<file path="src/rtl/lcs_ram.sv">
// Generic single-write, single-read RAM with registered read data.
module lcs_ram #(
   parameter int WIDTH = 8,
   parameter int DEPTH = 256
) (
   input  logic                     clock,
   input  logic                     wr_en,
   input  logic [$clog2(DEPTH)-1:0] wr_addr,
   input  logic [WIDTH-1:0]         wr_data,
   input  logic                     rd_en,
   input  logic [$clog2(DEPTH)-1:0] rd_addr,
   output logic [WIDTH-1:0]         rd_data
);

   logic [WIDTH-1:0] mem_ff [DEPTH];
   logic [WIDTH-1:0] rd_data_ff;

   // Write port
   always_ff @(posedge clock) begin
      if (wr_en) begin
         mem_ff[wr_addr] <= wr_data;
      end
   end

   // Registered read port
   always_ff @(posedge clock) begin
      if (rd_en) begin
         rd_data_ff <= mem_ff[rd_addr];
      end
   end

   assign rd_data = rd_data_ff;

endmodule

</file>
<file path="config.mk">
export PLATFORM = sky130hd
export DESIGN_NAME = lcs_ram
export DESIGN_NICKNAME = d
export VERILOG_FILES = /design/src/rtl/lcs_ram.sv
export SDC_FILE = /design/constraint.sdc
export NUM_CORES = 2
export LEC_CHECK = 0
export ABC_CLOCK_PERIOD_IN_PS = 2350
export BUFFER_PORTS_ARGS = -buffer_cell sky130_fd_sc_hd__buf_4
export CAP_MARGIN = 10
export CORE_MARGIN = 2
export CORE_UTILIZATION = 50
export DETAILED_ROUTE_END_ITERATION = 8
export PLACE_DENSITY_LB_ADDON = 0.15
export SLEW_MARGIN = 15
export SYNTH_ARGS = -nofsm -noshare
export SYNTH_HDL_FRONTEND = slang
export SYNTH_SLANG_ARGS = --single-unit
</file>
<file path="constraint.sdc">
create_clock -name clock -period 2.35 [get_ports clock]
set_clock_uncertainty 0.2 [all_clocks]
set_input_delay 0 -clock clock [delete_from_list [all_inputs] [get_ports clock]]
set_output_delay 0 -clock clock [all_outputs]
set_load 0.02 [all_outputs]
</file>
==> results.py <==
metrics = {
    "timing": {
        "post-route-period-util": 1.08,
        "tightest_slew_ps": 1010,
        "postLayoutSetupSlackWorst_ps": -194,
        "relSlewSlack": 0.322,
        "min_period_ps": 2540,
        "fmax_mhz": 393,
        "final-hold-violation-count": 0,
        "rsz0062_at_grt": "true",
        "finalHoldWorstSlack_ps": 10.4,
        "final_max_slew_viol_count": 0,
        "setup_violations": 8,
    },
    "layout": {
        "final_core_util": 0.603,
        "final_common_cell": "edfxtp_1",
        "design_area_um2": 95400,
        "layout-drive-gt1-share": 0.339,
        "fin_nets": 4560,
        "area_growth_syn_to_layout_pct": 19.7,
        "final_cell_mix": "2,056 x edfxtp_1, 676 x buf_4, 454 x mux4_2",
    },
    "critical_path": {
        "r2r_cells": 6,
        "startpoint_type": "register",
        "endpoint_kind": "register",
        "timing.rr.start": "mem_ff[181][5]$_DFFE_PP_",
        "max_stage_delay_ps": 560,
        "required_ps": 2720,
        "reg2reg_slack_ps": -190,
        "arrival_ps": 2910,
        "critical_path_class": "register to register",
        "cp_slowest_cell": "mux4_1",
        "r2r-end": "rd_data[5]$_DFFE_PP_",
        "cp_max_fo": 1,
        "path_cells": "mux4_1, a22oi_1, a31oi_1, nor4_4, buf_4, nor4_1",
    },
    "drt": {
        "wl_per_cell_um": 30.4,
        "viasPerCell": 6.10,
        "drt_first_pass_iters": 6,
        "drt_iter0_drc": 4475,
        "ant_nets": 0,
        "drc": 0,
        "vias": 41300,
        "wirelength_um": 206000,
    },
    "placed_design": {
        "place_area_um2": 87700,
        "gp_congestion": 0.838,
        "io_buffer_count": 34,
        "dpl.hpwl_um": 133000,
    },
    "clock_network": {
        "clockBufferDepth": 3,
        "clock-sinks": 2056,
        "insertion_delay_ps": 850,
        "cts-root-buf": "clkbuf_16",
        "htreeDepth": 4,
        "path_clk_slew_ps": 60,
        "numCtsBuffers": 203,
        "cts_tree": "yes",
    },
    "power": {
        "p_leak_uw": 0.0311,
        "peakVddDrop_mv": 0.769,
        "p_per_area_nw_per_um2": 806,
        "p_total_uw": 76900,
    },
    "grt": {
        "grt_pass1_vias": 41500,
        "grt-ovfl-total": 0,
        "grt_usage": 0.256,
        "grt_max_degree": 100,
        "antenna_found_initial": 8,
        "grt_pass1_wl_um": 298000,
    },
    "floorplanning": {
        "dieArea_um2": 162000,
        "start_util": 0.503,
        "ioPinCount": 35,
        "die_h_um": 403,
        "rows": 146,
        "core_um2": 158000,
        "dieWidth_um": 403,
    },
    "hold_path": {
        "min_to": "mem_ff[71][1]$_DFFE_PP_",
        "hold_path.startpoint": "wr_data[1]",
        "min_delay_path_depth": 2,
        "hp-class": "input port to register",
    },
    "run_status": {
        "violations": "negative setup slack",
        "status": "complete, but fails checks",
    },
    "synth": {
        "seq_area_frac_synth": 0.775,
        "syn-num-nets": 3760,
        "netlist_area_um2": 79600,
        "ys_types": 54,
        "synthArstFlopShare": 0,
        "synth_enable_flop_cells": 2056,
        "avgSynthCellArea_um2": 21.3,
        "synth_ff_type": "edfxtp_1",
        "synth_cells": 3733,
        "yosys_warnings": 0,
        "synth-seq-cells": 2056,
    },
    "run": {
        "cap_violations": 0,
    },
}
flip-flops by register name, indices dropped and copies added, names as in the netlist:
name	count
rd_data	8
mem_ff	2048
layout make-up:
cell class,count,area (um^2)
multi-input combinational,1442,17000
clock inverter,122,1250
tap,2072,2590
inverter,2,7.51
antenna,2,5.00
fill,11300,62800
timing repair buffer,828,7510
sequential,2056,61700
clock buffer,248,5250
report_power, final:
part,switching [uW],internal [uW]
logic,2660,1890
clock network,13800,18000
registers,58.5,40400
how the worst max path moves through the flow:
| stage | to | cells past startpoint | slack, ps | from |
|---|---|---|---|---|
| after floorplan | rd_data[2]$_DFFE_PP_ | 9 | 70 | rd_addr[0] |
| after global placement | rd_data[7]$_DFFE_PP_ | 11 | -1530 | rd_addr[0] |
| after detailed placement | rd_data[4]$_DFFE_PP_ | 10 | -1120 | rd_addr[0] |
| after CTS | rd_data[5]$_DFFE_PP_ | 7 | -210 | mem_ff[195][5]$_DFFE_PP_ |
| after global routing | rd_data[5]$_DFFE_PP_ | 7 | -230 | mem_ff[211][5]$_DFFE_PP_ |
| final | rd_data[5]$_DFFE_PP_ | 6 | -190 | mem_ff[181][5]$_DFFE_PP_ |
per-stage QoR:
stage | std cells | worst slack [ps] | TNS, ps
after global routing | 6770 | -231 | -1470
after detailed placement | 6343 | -1120 | -7550
final | 6772 | -194 | -1080
after floorplan | 3733 | 73.9 | 0
after global placement | 6342 | -1530 | -8160
after CTS | 6767 | -210 | -4600
Yosys cell counts (3+ instances only):
master | number | area share
a211oi_1 | 16 | 0.0015
a21oi_1 | 96 | 0.0060
a221oi_1 | 13 | 0.0014
a22o_1 | 8 | 0.00088
a22oi_1 | 133 | 0.013
and2_1 | 6 | 0.00047
buf_1 | 22 | 0.0010
buf_12 | 8 | 0.0020
buf_2 | 31 | 0.0019
buf_4 | 27 | 0.0025
buf_6 | 21 | 0.0030
buf_8 | 13 | 0.0025
clkbuf_1 | 111 | 0.0052
edfxtp_1 | 2056 | 0.78
mux2i_1 | 134 | 0.017
mux4_2 | 454 | 0.13
nand2_1 | 33 | 0.0016
nand2b_1 | 8 | 0.00063
nand3_1 | 34 | 0.0021
nand4_1 | 10 | 0.00079
nor2_1 | 282 | 0.013
nor2b_1 | 31 | 0.0024
nor3_1 | 22 | 0.0014
nor4_1 | 24 | 0.0019
nor4_2 | 3 | 0.00047
o211ai_1 | 10 | 0.00094
o21ai_0 | 10 | 0.00063
o221ai_1 | 46 | 0.0051
o22a_1 | 5 | 0.00055
o22ai_1 | 28 | 0.0022
o32ai_1 | 4 | 0.00044
or2_2 | 4 | 0.00031
kinds of logic (layout without fill, tap and decap cells):
family	after synthesis	after routing	share of synthesized area
DFF	2056	2056	0.775
muxes	591	591	0.146
and+or+nand+nor	466	466	0.0263
AOI/OAI and AO/OA	385	385	0.0342
buffers and inverters	235	1200	0.0183
other	0	2	0
worst max-delay path: cells and delay by family (launching register included):
kind,cells,cell delay [ps]
DFF,1,350
and+or+nand+nor,2,540
muxes,1,560
AOI/OAI and AO/OA,2,420
buffers and inverters,1,190
metal layers:
metal,routed length [um],vias up,track usage
met3,15700,288,0.0426
met1,85600,21900,0.370
met5,37,-,0
met4,5180,6,0.0673
li1,-,17300,-
met2,99500,1731,0.411
timing repair:
action,in CTS,in global routing
hold buffers,56,2
gates resized for setup,57,40
hold endpoints to repair,3893,45
pin swaps,32,18
setup buffers,0,2
endpoints found under the setup margin,8,223
No activity file was read; power rests on OpenSTA's default activity.
